`src/rtl/tcp_connection_state_tracker_assert.svh`:
```
// assertion macros shared by the connection tracker rtl
`ifndef TCP_CONNECTION_STATE_TRACKER_ASSERT_SVH
`define TCP_CONNECTION_STATE_TRACKER_ASSERT_SVH

// antecedent implies consequent in the same cycle
`define TCST_ASSERT_SAME(label, clk, rst_n, ante, cons) \
	label: assert property (@(posedge clk) disable iff (!rst_n) (ante) |-> (cons)) \
		else $error("tcst assertion failed");

// antecedent implies consequent in the next cycle
`define TCST_ASSERT_NEXT(label, clk, rst_n, ante, cons) \
	label: assert property (@(posedge clk) disable iff (!rst_n) (ante) |=> (cons)) \
		else $error("tcst assertion failed");

`endif

```
`src/rtl/tcst_pkg.sv`:
```
// types, codes and state encoding helpers for the connection tracker
package tcst_pkg;

	// connection states, one-hot
	typedef enum logic [10:0] {
		ST_CLOSED     = 11'b000_0000_0001,
		ST_LISTEN     = 11'b000_0000_0010,
		ST_SYN_SENT   = 11'b000_0000_0100,
		ST_SYN_RCVD   = 11'b000_0000_1000,
		ST_ESTAB      = 11'b000_0001_0000,
		ST_FIN_WAIT1  = 11'b000_0010_0000,
		ST_FIN_WAIT2  = 11'b000_0100_0000,
		ST_CLOSE_WAIT = 11'b000_1000_0000,
		ST_CLOSING    = 11'b001_0000_0000,
		ST_LAST_ACK   = 11'b010_0000_0000,
		ST_TIME_WAIT  = 11'b100_0000_0000
	} conn_st_t;

	// item modes
	typedef enum logic [1:0] {
		MODE_SEGMENT = 2'd0,
		MODE_OPEN    = 2'd1,
		MODE_LOAD    = 2'd2,
		MODE_NONE    = 2'd3
	} mode_t;

	// bit positions in the tcp flag byte
	localparam int FLAG_FIN = 0;
	localparam int FLAG_SYN = 1;
	localparam int FLAG_RST = 2;
	localparam int FLAG_ACK = 4;

	// register index taken from paddr[2]
	localparam logic REG_ROLE = 1'b0;
	localparam logic REG_ISS  = 1'b1;
	localparam int   ADDR_W   = 3;

	// per-connection tracking state
	typedef struct packed {
		conn_st_t    st;
		logic [31:0] ack_value;
		logic [31:0] peer_next;
		logic [31:0] peer_initial;
	} ctx_t;

	// one input item
	typedef struct packed {
		mode_t       mode;
		logic [31:0] seg_seq;
		logic [31:0] seg_ack;
		logic [7:0]  seg_flags;
		logic [3:0]  forced_state;
	} item_t;

	// external 4-bit state code to one-hot, out of range codes map to closed
	function automatic conn_st_t decode_state(input logic [3:0] code);
		conn_st_t st;
		unique case (code)
			4'd0:    st = ST_CLOSED;
			4'd1:    st = ST_LISTEN;
			4'd2:    st = ST_SYN_SENT;
			4'd3:    st = ST_SYN_RCVD;
			4'd4:    st = ST_ESTAB;
			4'd5:    st = ST_FIN_WAIT1;
			4'd6:    st = ST_FIN_WAIT2;
			4'd7:    st = ST_CLOSE_WAIT;
			4'd8:    st = ST_CLOSING;
			4'd9:    st = ST_LAST_ACK;
			4'd10:   st = ST_TIME_WAIT;
			default: st = ST_CLOSED;
		endcase
		return st;
	endfunction

	// one-hot state to external 4-bit code
	function automatic logic [3:0] encode_state(input conn_st_t st);
		logic [3:0] code;
		unique case (st)
			ST_CLOSED:     code = 4'd0;
			ST_LISTEN:     code = 4'd1;
			ST_SYN_SENT:   code = 4'd2;
			ST_SYN_RCVD:   code = 4'd3;
			ST_ESTAB:      code = 4'd4;
			ST_FIN_WAIT1:  code = 4'd5;
			ST_FIN_WAIT2:  code = 4'd6;
			ST_CLOSE_WAIT: code = 4'd7;
			ST_CLOSING:    code = 4'd8;
			ST_LAST_ACK:   code = 4'd9;
			ST_TIME_WAIT:  code = 4'd10;
			default:       code = 4'd0;
		endcase
		return code;
	endfunction

endpackage

```
`src/rtl/tcst_in_if.sv`:
```
// input channel: segment, open or forced load items
interface tcst_in_if;
	logic                valid;
	logic                ready;
	tcst_pkg::mode_t     mode;
	logic [31:0]         seg_seq;
	logic [31:0]         seg_ack;
	logic [7:0]          seg_flags;
	logic [3:0]          forced_state;

	modport source (output valid, mode, seg_seq, seg_ack, seg_flags, forced_state,
		input ready);
	modport sink (input valid, mode, seg_seq, seg_ack, seg_flags, forced_state,
		output ready);
endinterface

```
`src/rtl/tcst_out_if.sv`:
```
// result channel: connection state and reply information
interface tcst_out_if;
	logic        valid;
	logic        ready;
	logic [3:0]  conn_state;
	logic        reply_needed;
	logic [31:0] ack_to_send;
	logic [31:0] peer_next_seq;
	logic [31:0] peer_initial_seq;

	modport source (output valid, conn_state, reply_needed, ack_to_send, peer_next_seq,
		peer_initial_seq, input ready);
	modport sink (input valid, conn_state, reply_needed, ack_to_send, peer_next_seq,
		peer_initial_seq, output ready);
endinterface

```
`src/rtl/tcp_connection_state_tracker.sv`:
```
// top level of the single-connection tcp state tracker
//
// Items arrive on req (valid/ready): a received segment, an open event or a
// forced state load. Each accepted item gives exactly one result on rsp
// (valid/ready) with the state, reply flag and sequence values after update.
// An item is taken into an input register; the combinational next-state logic
// then writes the tracking registers and the result register together, and rsp
// valid is driven from the result register. One item per cycle is sustained
// while rsp takes every result; the tracking registers are the only loop.
// The block keeps taking items while a result waits, as long as the input
// register can drain; when rsp stalls, the result holds and req deasserts
// ready once the input register is also full.
// Registers role_server (addr 0) and initial_send_seq (addr 4) are written
// over the apb port; the user must do so only while no item is in flight,
// as the block does not enforce it. Reset clears the configuration and
// tracking registers and the valid flags, and puts the connection in CLOSED
// with all sequence values zero; no clearing pass is needed.
`include "tcp_connection_state_tracker_assert.svh"

module tcp_connection_state_tracker (
	input  logic                        clk,
	input  logic                        arst_n,
	tcst_in_if.sink                     req,
	tcst_out_if.source                  rsp,
	input  logic                        psel,
	input  logic                        penable,
	input  logic                        pwrite,
	input  logic [tcst_pkg::ADDR_W-1:0] paddr,
	input  logic [31:0]                 pwdata,
	output logic [31:0]                 prdata,
	output logic                        pready
);

	logic              role_q;
	logic [31:0]       iss_q;
	logic              valid_s1;
	tcst_pkg::item_t   item_s1;
	logic              adv;
	tcst_pkg::ctx_t    ctx_q;
	tcst_pkg::ctx_t    ctx_nxt;
	logic              reply_nxt;
	logic              out_valid_q;
	logic [3:0]        out_state_q;
	logic              out_reply_q;
	logic [31:0]       out_ack_q;
	logic [31:0]       out_next_q;
	logic [31:0]       out_init_q;

	// configuration registers
	always_ff @(posedge clk or negedge arst_n) begin
		if (!arst_n) begin
			role_q <= 1'b0;
			iss_q  <= 32'd0;
		end else if (psel && penable && pwrite) begin
			unique case (paddr[2])
				tcst_pkg::REG_ROLE: role_q <= pwdata[0];
				tcst_pkg::REG_ISS:  iss_q  <= pwdata;
			endcase
		end
	end

	assign pready = 1'b1;
	assign prdata = (paddr[2] == tcst_pkg::REG_ISS) ? iss_q : {31'd0, role_q};

	// handshake: input stage moves when the result register is free or drains
	assign adv       = valid_s1 && (!out_valid_q || rsp.ready);
	assign req.ready = !valid_s1 || adv;

	// input register
	always_ff @(posedge clk or negedge arst_n) begin
		if (!arst_n) begin
			valid_s1 <= 1'b0;
		end else if (req.ready) begin
			valid_s1 <= req.valid;
		end
	end

	always_ff @(posedge clk) begin
		if (req.valid && req.ready) begin
			item_s1.mode         <= req.mode;
			item_s1.seg_seq      <= req.seg_seq;
			item_s1.seg_ack      <= req.seg_ack;
			item_s1.seg_flags    <= req.seg_flags;
			item_s1.forced_state <= req.forced_state;
		end
	end

	// connection next-state logic
	tcst_next u_next (
		.cur              (ctx_q),
		.item             (item_s1),
		.role_server      (role_q),
		.initial_send_seq (iss_q),
		.nxt              (ctx_nxt),
		.reply_needed     (reply_nxt)
	);

	// tracking registers
	always_ff @(posedge clk or negedge arst_n) begin
		if (!arst_n) begin
			ctx_q.st           <= tcst_pkg::ST_CLOSED;
			ctx_q.ack_value    <= 32'd0;
			ctx_q.peer_next    <= 32'd0;
			ctx_q.peer_initial <= 32'd0;
		end else if (adv) begin
			ctx_q <= ctx_nxt;
		end
	end

	// result register
	always_ff @(posedge clk or negedge arst_n) begin
		if (!arst_n) begin
			out_valid_q <= 1'b0;
		end else if (adv) begin
			out_valid_q <= 1'b1;
		end else if (rsp.ready) begin
			out_valid_q <= 1'b0;
		end
	end

	always_ff @(posedge clk) begin
		if (adv) begin
			out_state_q <= tcst_pkg::encode_state(ctx_nxt.st);
			out_reply_q <= reply_nxt;
			out_ack_q   <= ctx_nxt.ack_value;
			out_next_q  <= ctx_nxt.peer_next;
			out_init_q  <= ctx_nxt.peer_initial;
		end
	end

	assign rsp.valid            = out_valid_q;
	assign rsp.conn_state       = out_state_q;
	assign rsp.reply_needed     = out_reply_q;
	assign rsp.ack_to_send      = out_ack_q;
	assign rsp.peer_next_seq    = out_next_q;
	assign rsp.peer_initial_seq = out_init_q;

	// checks
	`TCST_ASSERT_NEXT(a_adv_fills_out, clk, arst_n, adv, out_valid_q)
	`TCST_ASSERT_SAME(a_ready_when_out_free, clk, arst_n, !out_valid_q, req.ready)
	`TCST_ASSERT_NEXT(a_rst_closes, clk, arst_n,
		adv && (item_s1.mode == tcst_pkg::MODE_SEGMENT) && item_s1.seg_flags[tcst_pkg::FLAG_RST],
		(ctx_q.st == tcst_pkg::ST_CLOSED) && !out_reply_q)
	`TCST_ASSERT_NEXT(a_open_clears, clk, arst_n,
		adv && (item_s1.mode == tcst_pkg::MODE_OPEN),
		(ctx_q.ack_value == 32'd0) && (ctx_q.peer_initial == 32'd0) && !out_reply_q)

endmodule

```
`src/rtl/tcst_next.sv`:
```
// next-state logic of the connection machine for one item
module tcst_next (
	input  tcst_pkg::ctx_t  cur,
	input  tcst_pkg::item_t item,
	input  logic            role_server,
	input  logic [31:0]     initial_send_seq,
	output tcst_pkg::ctx_t  nxt,
	output logic            reply_needed
);

	logic        fin, syn, rst, ackf;
	logic [31:0] expect_ack;
	logic [31:0] seq_inc;
	logic        ack_ok;

	// flag decode and sequence arithmetic
	assign fin        = item.seg_flags[tcst_pkg::FLAG_FIN];
	assign syn        = item.seg_flags[tcst_pkg::FLAG_SYN];
	assign rst        = item.seg_flags[tcst_pkg::FLAG_RST];
	assign ackf       = item.seg_flags[tcst_pkg::FLAG_ACK];
	assign expect_ack = initial_send_seq + 32'd1;
	assign seq_inc    = item.seg_seq + 32'd1;
	assign ack_ok     = (item.seg_ack == expect_ack);

	// state transitions
	always_comb begin
		nxt          = cur;
		reply_needed = 1'b0;
		unique case (item.mode)
			tcst_pkg::MODE_SEGMENT: begin
				if (rst) begin
					nxt.st = tcst_pkg::ST_CLOSED;
				end else begin
					unique case (cur.st)
						tcst_pkg::ST_LISTEN: begin
							if (syn && !ackf) begin
								nxt.peer_initial = item.seg_seq;
								nxt.peer_next    = seq_inc;
								nxt.ack_value    = seq_inc;
								nxt.st           = tcst_pkg::ST_SYN_RCVD;
								reply_needed     = 1'b1;
							end
						end
						tcst_pkg::ST_SYN_SENT: begin
							if (syn && ackf) begin
								if (ack_ok) begin
									nxt.peer_initial = item.seg_seq;
									nxt.peer_next    = seq_inc;
									nxt.ack_value    = seq_inc;
									nxt.st           = tcst_pkg::ST_ESTAB;
									reply_needed     = 1'b1;
								end
							end else if (syn) begin
								nxt.peer_initial = item.seg_seq;
								nxt.peer_next    = seq_inc;
								nxt.ack_value    = seq_inc;
								nxt.st           = tcst_pkg::ST_SYN_RCVD;
								reply_needed     = 1'b1;
							end
						end
						tcst_pkg::ST_SYN_RCVD: begin
							if (ackf && ack_ok) begin
								nxt.st = tcst_pkg::ST_ESTAB;
							end
						end
						tcst_pkg::ST_ESTAB: begin
							if (fin) begin
								nxt.peer_next = seq_inc;
								nxt.ack_value = seq_inc;
								nxt.st        = tcst_pkg::ST_CLOSE_WAIT;
								reply_needed  = 1'b1;
							end else if (ackf) begin
								nxt.ack_value = item.seg_ack;
							end
						end
						tcst_pkg::ST_FIN_WAIT1: begin
							if (ackf) begin
								nxt.st = fin ? tcst_pkg::ST_CLOSING : tcst_pkg::ST_FIN_WAIT2;
							end
						end
						tcst_pkg::ST_FIN_WAIT2: begin
							if (fin) begin
								nxt.peer_next = seq_inc;
								nxt.ack_value = seq_inc;
								nxt.st        = tcst_pkg::ST_TIME_WAIT;
								reply_needed  = 1'b1;
							end
						end
						tcst_pkg::ST_CLOSING: begin
							if (ackf) begin
								nxt.st = tcst_pkg::ST_TIME_WAIT;
							end
						end
						tcst_pkg::ST_LAST_ACK: begin
							if (ackf) begin
								nxt.st = tcst_pkg::ST_CLOSED;
							end
						end
						tcst_pkg::ST_TIME_WAIT: begin
							nxt.st = tcst_pkg::ST_CLOSED;
						end
						// closed and close-wait ignore segments
						default: begin
						end
					endcase
				end
			end
			tcst_pkg::MODE_OPEN: begin
				nxt.st           = role_server ? tcst_pkg::ST_LISTEN : tcst_pkg::ST_SYN_SENT;
				nxt.ack_value    = 32'd0;
				nxt.peer_next    = 32'd0;
				nxt.peer_initial = 32'd0;
			end
			tcst_pkg::MODE_LOAD: begin
				nxt.st = tcst_pkg::decode_state(item.forced_state);
			end
			tcst_pkg::MODE_NONE: begin
			end
		endcase
	end

endmodule

```
`src/flat_wrapper.sv`:
```
// flat-port wrapper written by rule: the top's interface ports become plain ports
module tcp_connection_state_tracker_flat 
  (clk, arst_n, psel, penable, pwrite, paddr, pwdata, prdata, pready, req_valid, req_mode, req_seg_seq, req_seg_ack, req_seg_flags, req_forced_state, req_ready, rsp_valid, rsp_conn_state, rsp_reply_needed, rsp_ack_to_send, rsp_peer_next_seq, rsp_peer_initial_seq, rsp_ready);
  tcst_in_if req_i ();
  tcst_out_if rsp_i ();
  input  logic clk;
  input  logic arst_n;
  input  logic psel;
  input  logic penable;
  input  logic pwrite;
  input  logic [tcst_pkg::ADDR_W-1:0] paddr;
  input  logic [31:0] pwdata;
  output logic [31:0] prdata;
  output logic pready;
  input wire logic [$bits(req_i.valid)-1:0] req_valid;
  input wire logic [$bits(req_i.mode)-1:0] req_mode;
  input wire logic [$bits(req_i.seg_seq)-1:0] req_seg_seq;
  input wire logic [$bits(req_i.seg_ack)-1:0] req_seg_ack;
  input wire logic [$bits(req_i.seg_flags)-1:0] req_seg_flags;
  input wire logic [$bits(req_i.forced_state)-1:0] req_forced_state;
  output wire logic [$bits(req_i.ready)-1:0] req_ready;
  output wire logic [$bits(rsp_i.valid)-1:0] rsp_valid;
  output wire logic [$bits(rsp_i.conn_state)-1:0] rsp_conn_state;
  output wire logic [$bits(rsp_i.reply_needed)-1:0] rsp_reply_needed;
  output wire logic [$bits(rsp_i.ack_to_send)-1:0] rsp_ack_to_send;
  output wire logic [$bits(rsp_i.peer_next_seq)-1:0] rsp_peer_next_seq;
  output wire logic [$bits(rsp_i.peer_initial_seq)-1:0] rsp_peer_initial_seq;
  input wire logic [$bits(rsp_i.ready)-1:0] rsp_ready;
  assign req_i.valid = req_valid;
  assign req_i.mode = req_mode;
  assign req_i.seg_seq = req_seg_seq;
  assign req_i.seg_ack = req_seg_ack;
  assign req_i.seg_flags = req_seg_flags;
  assign req_i.forced_state = req_forced_state;
  assign req_ready = req_i.ready;
  assign rsp_valid = rsp_i.valid;
  assign rsp_conn_state = rsp_i.conn_state;
  assign rsp_reply_needed = rsp_i.reply_needed;
  assign rsp_ack_to_send = rsp_i.ack_to_send;
  assign rsp_peer_next_seq = rsp_i.peer_next_seq;
  assign rsp_peer_initial_seq = rsp_i.peer_initial_seq;
  assign rsp_i.ready = rsp_ready;
  tcp_connection_state_tracker u_core (.clk(clk), .arst_n(arst_n), .req(req_i), .rsp(rsp_i), .psel(psel), .penable(penable), .pwrite(pwrite), .paddr(paddr), .pwdata(pwdata), .prdata(prdata), .pready(pready));
endmodule
```
`config.mk`:
```
export PLATFORM = sky130hd
export DESIGN_NAME = tcp_connection_state_tracker_flat
export DESIGN_NICKNAME = d
export VERILOG_FILES = /design/src/rtl/tcst_pkg.sv /design/src/rtl/tcst_in_if.sv /design/src/rtl/tcst_out_if.sv /design/src/rtl/tcp_connection_state_tracker.sv /design/src/rtl/tcst_next.sv /design/src/flat_wrapper.sv
export VERILOG_INCLUDE_DIRS = /design/src /design/src/rtl
export SDC_FILE = /design/constraint.sdc
export NUM_CORES = 1
export LEC_CHECK = 0
export BUFFER_PORTS_ARGS = -buffer_cell sky130_fd_sc_hd__buf_2
export CORE_MARGIN = 2
export CORE_UTILIZATION = 50
export DETAILED_ROUTE_END_ITERATION = 10
export PLACE_DENSITY = 0.75
export SETUP_SLACK_MARGIN = 0.1
export SLEW_MARGIN = 10
export SYNTH_ARGS = -nofsm -noshare
export SYNTH_HDL_FRONTEND = slang
export SYNTH_HIERARCHICAL = 1
export SYNTH_SLANG_ARGS = --single-unit
```
`constraint.sdc`:
```
create_clock -name clk -period 8.1 [get_ports clk]
set_input_delay 1.62 -clock clk [delete_from_list [all_inputs] [get_ports clk]]
set_output_delay 1.62 -clock clk [all_outputs]
set_load 0.02 [all_outputs]
```
* Word level (Yosys, flattened, before mapping)
Memories as Yosys holds them, arrays and structs flattened. A register that Yosys moved wholly into a read port is not among the register bits.
Index checks and enable logic that the tools add are counted.
** Word-level totals
- Memories :: 1
- Logic and storage cells :: 96
- Bits of input ports :: 120
- Output and inout port bits :: 136
- Flip-flop bits (word level) :: 318
- Memory bits (read-only) :: 176
** Cells by class
- Reduce and logical (&&, ||, !) cells :: 18
- Bitwise gates (word level) :: 2
- Add/subtract/negate cells :: 2
- Equality and inequality tests :: 22
- Muxes and demuxes :: 33
** Memories
- (name not given) :: depth 16, width 11, read ports 1, clocked after Yosys merged registers in 1, write ports 0, line tcst_pkg.sv:58 : unique case (code)
** Operator list (count)
- 2-to-1 mux 107 bit :: 4
- case mux 64 bit (4 select lines) :: 1
- case mux 96 bit (2 select lines) :: 1
- 2-to-1 mux 32 bit :: 4
- case mux 11 bit (9 select lines) :: 1
- 2-to-1 mux 96 bit :: 1
- 2-to-1 mux 75 bit :: 1
- 2-to-1 mux 11 bit :: 6
- adder 32 x 1 -> 32 bit, second input constant :: 2
- case mux 32 bit (2 select lines) :: 1
- case mux 4 bit (10 select lines) :: 1
- case mux 11 bit (3 select lines) :: 1
- equality test 32 bit :: 1
- equality test 11 x 10 -> 1 bit, second input constant :: 2
- equality test 11 bit, second input constant :: 2
- equality test 11 x 2 -> 1 bit, second input constant :: 2
- equality test 11 x 3 -> 1 bit, second input constant :: 2
- equality test 11 x 4 -> 1 bit, second input constant :: 2
- equality test 11 x 5 -> 1 bit, second input constant :: 2
- equality test 11 x 6 -> 1 bit, second input constant :: 2
- equality test 11 x 7 -> 1 bit, second input constant :: 2
- equality test 11 x 9 -> 1 bit, second input constant :: 2
- equality test 11 x 8 -> 1 bit, second input constant :: 1
- 2-to-1 mux 9 bit :: 1
- 14 further kinds :: 32

* Longest topological paths before layout
- Depth after elaboration :: 9
- Gate-level depth with buffers :: 16
- Depth with buffers taken out :: 14

* Modules after synthesis
The synthesis kept the hierarchy.
** Modules (own cells, without submodules)
- tcp_connection_state_tracker :: cells each 558, area an instance 11355.9 um^2, instances 1
- tcst_next :: cells each 871, area an instance 5526.6 um^2, instances 1

* Worst setup path after synthesis
No wires, ideal clock.
- Path kind :: input-to-reg
- Start :: input port rsp_ready
- End :: register u_core.out_ack_q[0], in the netlist u_core/rsp.ack_to_send[0] (enable)
- Path slack :: 3535 ps
- Stages :: 5
- Data arrival time :: 4110 ps
- Library setup time :: 455 ps
- Cell sequence :: nand2b_1 nand2_2 buf_6 buf_6 inv_1
** On the way
- Word-level cells in the longest chain between the ends :: 2
** RTL lines
- from (decl) :: line flat_wrapper.sv:28 : input wire logic [$bits(rsp_i.ready)-1:0] rsp_ready;
- logical OR 1 bit :: line tcp_connection_state_tracker.sv:66 : assign adv = valid_s1 && (!out_valid_q || rsp.ready);
- logical AND 1 bit :: line tcp_connection_state_tracker.sv:66
- net u_core.adv :: line tcp_connection_state_tracker.sv:38 : logic adv;
- to (signal assigned) :: line tcp_connection_state_tracker.sv:125 : out_ack_q <= ctx_nxt.ack_value;
- to (decl) :: line tcp_connection_state_tracker.sv:45 : logic [31:0] out_ack_q;
The timed path passes the listed nets, and every way through them passes these cells.
A chain may end at the register's enable or synchronous reset.

==> impl_metrics.csv <==
group,metric,value,unit
timing,fin_crit,5040,ps
die,die_w,187,µm
clock_tree,clk_pin_slew,60,ps
clock_tree,cts.sinks,317,
run_status,status,"completed",
die,start_util,0.504,
timing,slew_headroom,0.234,
critical_path,path_class,"register to register",
critical_path,ff2ff_path_depth,8,
critical_path,path_buf_inv,0,
min_path,hold_end,"u_core/ctx_q[27]",
grt,globalRouteOverflowTotal,0,
clock_tree,clock_latency,530,ps
critical_path,max_stage_delay,910,ps
critical_path,critPathLaunchType,"register",
timing,rsz0062_at_grt,"false",
timing,finalSetupViolations,0,
pwr,leakage,0.00798,µW
critical_path,path_max_fanout,24,
cells_and_area,stdcell_area,19500,µm²
pwr,powerDensity,231,nW/µm²
placement,dpl.hpwl,31700,µm
cells_and_area,drive_above_1_share,0.304,
clock_tree,cts_resized,0,
grt,grt_max_degree,93,
clock_tree,clock_path_buffers,3,
logic_synthesis,avgSynthCellArea,11.8,µm²
grt,grt_pass1_vias,12700,
clock_tree,htree_levels,2,
clock_tree,cts_tree,"built",
routing,post_drt_wl_per_cell,21.6,µm
die,coreArea,33300,µm²
min_path,hold_class,"register to register",
die,fp.dieH,187,µm
critical_path,worst_setup_path_end_kind,"register",
critical_path,cp_top_family,"simple AND/OR/NAND/NOR gates",
cells_and_area,fill_cells,2709,
critical_path,critPathRequiredTime,8560,ps
die,die_area,35000,µm²
routing,drc,0,
routing,vias,13100,
cells_and_area,utilization,0.586,
timing,final_hold_viol_count,0,
cells_and_area,nNetsFinal,1763,
pwr,ir_drop,0.171,mV
timing,fmax,199,MHz
die,rows,67,
timing,skew,13.3,ps
logic_synthesis,postSynthNetCount,1547,
placement,io_buffers,248,
grt,antenna_found_initial,1,
grt,grt_pass1_wl,70700,µm
die,io_pins,256,
routing,viasPerCell,6.18,
routing,drtIter0Drc,1630,
critical_path,critPathArrivalTime,5500,ps
min_path,hold_depth,1,
clock_tree,numCtsBuffers,36,
routing,firstDrtPassIters,6,
logic_synthesis,syn_inst,1425,
min_path,hp-start,"u_core/ctx_q[27]",
critical_path,r2r_end,"u_core/ctx_q[82]",
placement,gp_congestion,0.876,
cells_and_area,area_delta_synth_final,16.3,%
job,timing.max_cap.violations,0,
routing,ant_nets,0,
timing,period_share,0.622,
logic_synthesis,ys_warn_count,6,
critical_path,crit_chain,"or4_1, nor4_2, nor3_1, or3_1, nor2_2, nand2_2, o211ai_1, mux2_2",
critical_path,startpoint,"u_core/ctx_q[105]",
clock_tree,cts_hold_buf,0,
critical_path,critPathSlowestCell,"nor2_2",
routing,drt-total-wl,45600,µm
placement,place_area,18300,µm²
grt,grt_usage,0.256,
timing,final_max_slew_viol_count,0,
timing,fin_tns_setup,0,ps
clock_tree,clock-root-buffer,"clkbuf_16",
logic_synthesis,syn-cell-area,16800,µm²
timing,tightest_slew,1140,ps
clock_tree,post-cts-setup-buffers,0,
critical_path,r2r_slack,3060,ps
critical_path,worstReg2RegStart,"u_core/ctx_q[105]",
-- worst register-to-register path, delay by kind of cell (launching register included) --
kind,cells,cell delay [ps]
mux,1,220
flops,1,490
compound gates,1,500
simple gates,6,3790
-- metal layers --
layer / share of wire / global-route usage
met4: 0.023 / 0.0696
met3: 0.086 / 0.0407
met5: 0 / 0
met1: 0.45 / 0.377
met2: 0.45 / 0.394
-- layout by cell type (no fill, tap or decap), types with 11 or more instances in the layout --
cell,instances
a221oi_1,31
nor2_1,75
nor3_1,28
nand3_1,25
mux2_2,93
nand2_1,82
clkbuf_16,37
a21oi_1,70
and3_1,17
o21ai_0,73
xor2_1,39
and2_1,47
mux2_4,49
a31oi_1,11
dfrtp_1,141
buf_2,247
a22o_1,34
xnor2_1,41
a211oi_1,26
buf_4,19
edfxtp_1,175
nand4_1,21
o211ai_1,27
o2bb2ai_1,27
nor4_1,17
nand2b_1,17
-- sequential cells by signal, summed over array words and instances (netlist names) --
signal and flops:
u_core/rsp.peer_next_seq 32, u_core/ctx_q 107, u_core/rsp.reply_needed 1, u_core/iss_q 32
u_core/rsp.ack_to_send 32, u_core/rsp.peer_initial_seq 32, u_core/item_s1 74, u_core/valid_s1 1
u_core/rsp.conn_state 4, u_core/role_q 1, u_core/rsp.valid 1
-- power by group --
group	switching (µW)	internal, µW
Sequential	177	1870
Combinational	522	342
Clock	637	961
-- cell type report --
class	count	area, µm²	share of cell area
sequential	317	8810	0.452
multi-input combinational	1007	7510	0.385
timing repair buffer	267	1390	0.0713
clock buffer	52	1040	0.0535
tap	448	561	0.0288
clock inverter	12	129	0.00661
inverter	12	47.5	0.00244
antenna	1	2.50	0.000128
-- how the worst max path moves through the flow --
| stage | cells after the start | slack, ps | to |
|---|---|---|---|
| 2_1_floorplan | 5 | 3540 | u_core/rsp.ack_to_send[0] |
| 3_5_place_dp | 8 | 3270 | u_core/ctx_q[93] |
| 5_1_grt | 14 | 2860 | u_core/rsp.conn_state[1] |
| 4_1_cts | 14 | 3210 | u_core/rsp.conn_state[0] |
| 3_3_place_gp | 14 | 3310 | u_core/rsp.conn_state[1] |
| 6_report | 8 | 3060 | u_core/ctx_q[82] |
-- through the flow --
stage	worst slack [ps]	cells	total power, µW	hold slack [ps]
after global routing	2860	2115	4690	523
after detailed placement	3270	2051	2920	494
after CTS	3210	2115	4530	507
after floorplan	3540	1425	2630	477
after global placement	3310	2051	2900	487
final	3060	2116	4510	507
(Power assumes the default switching activity.)
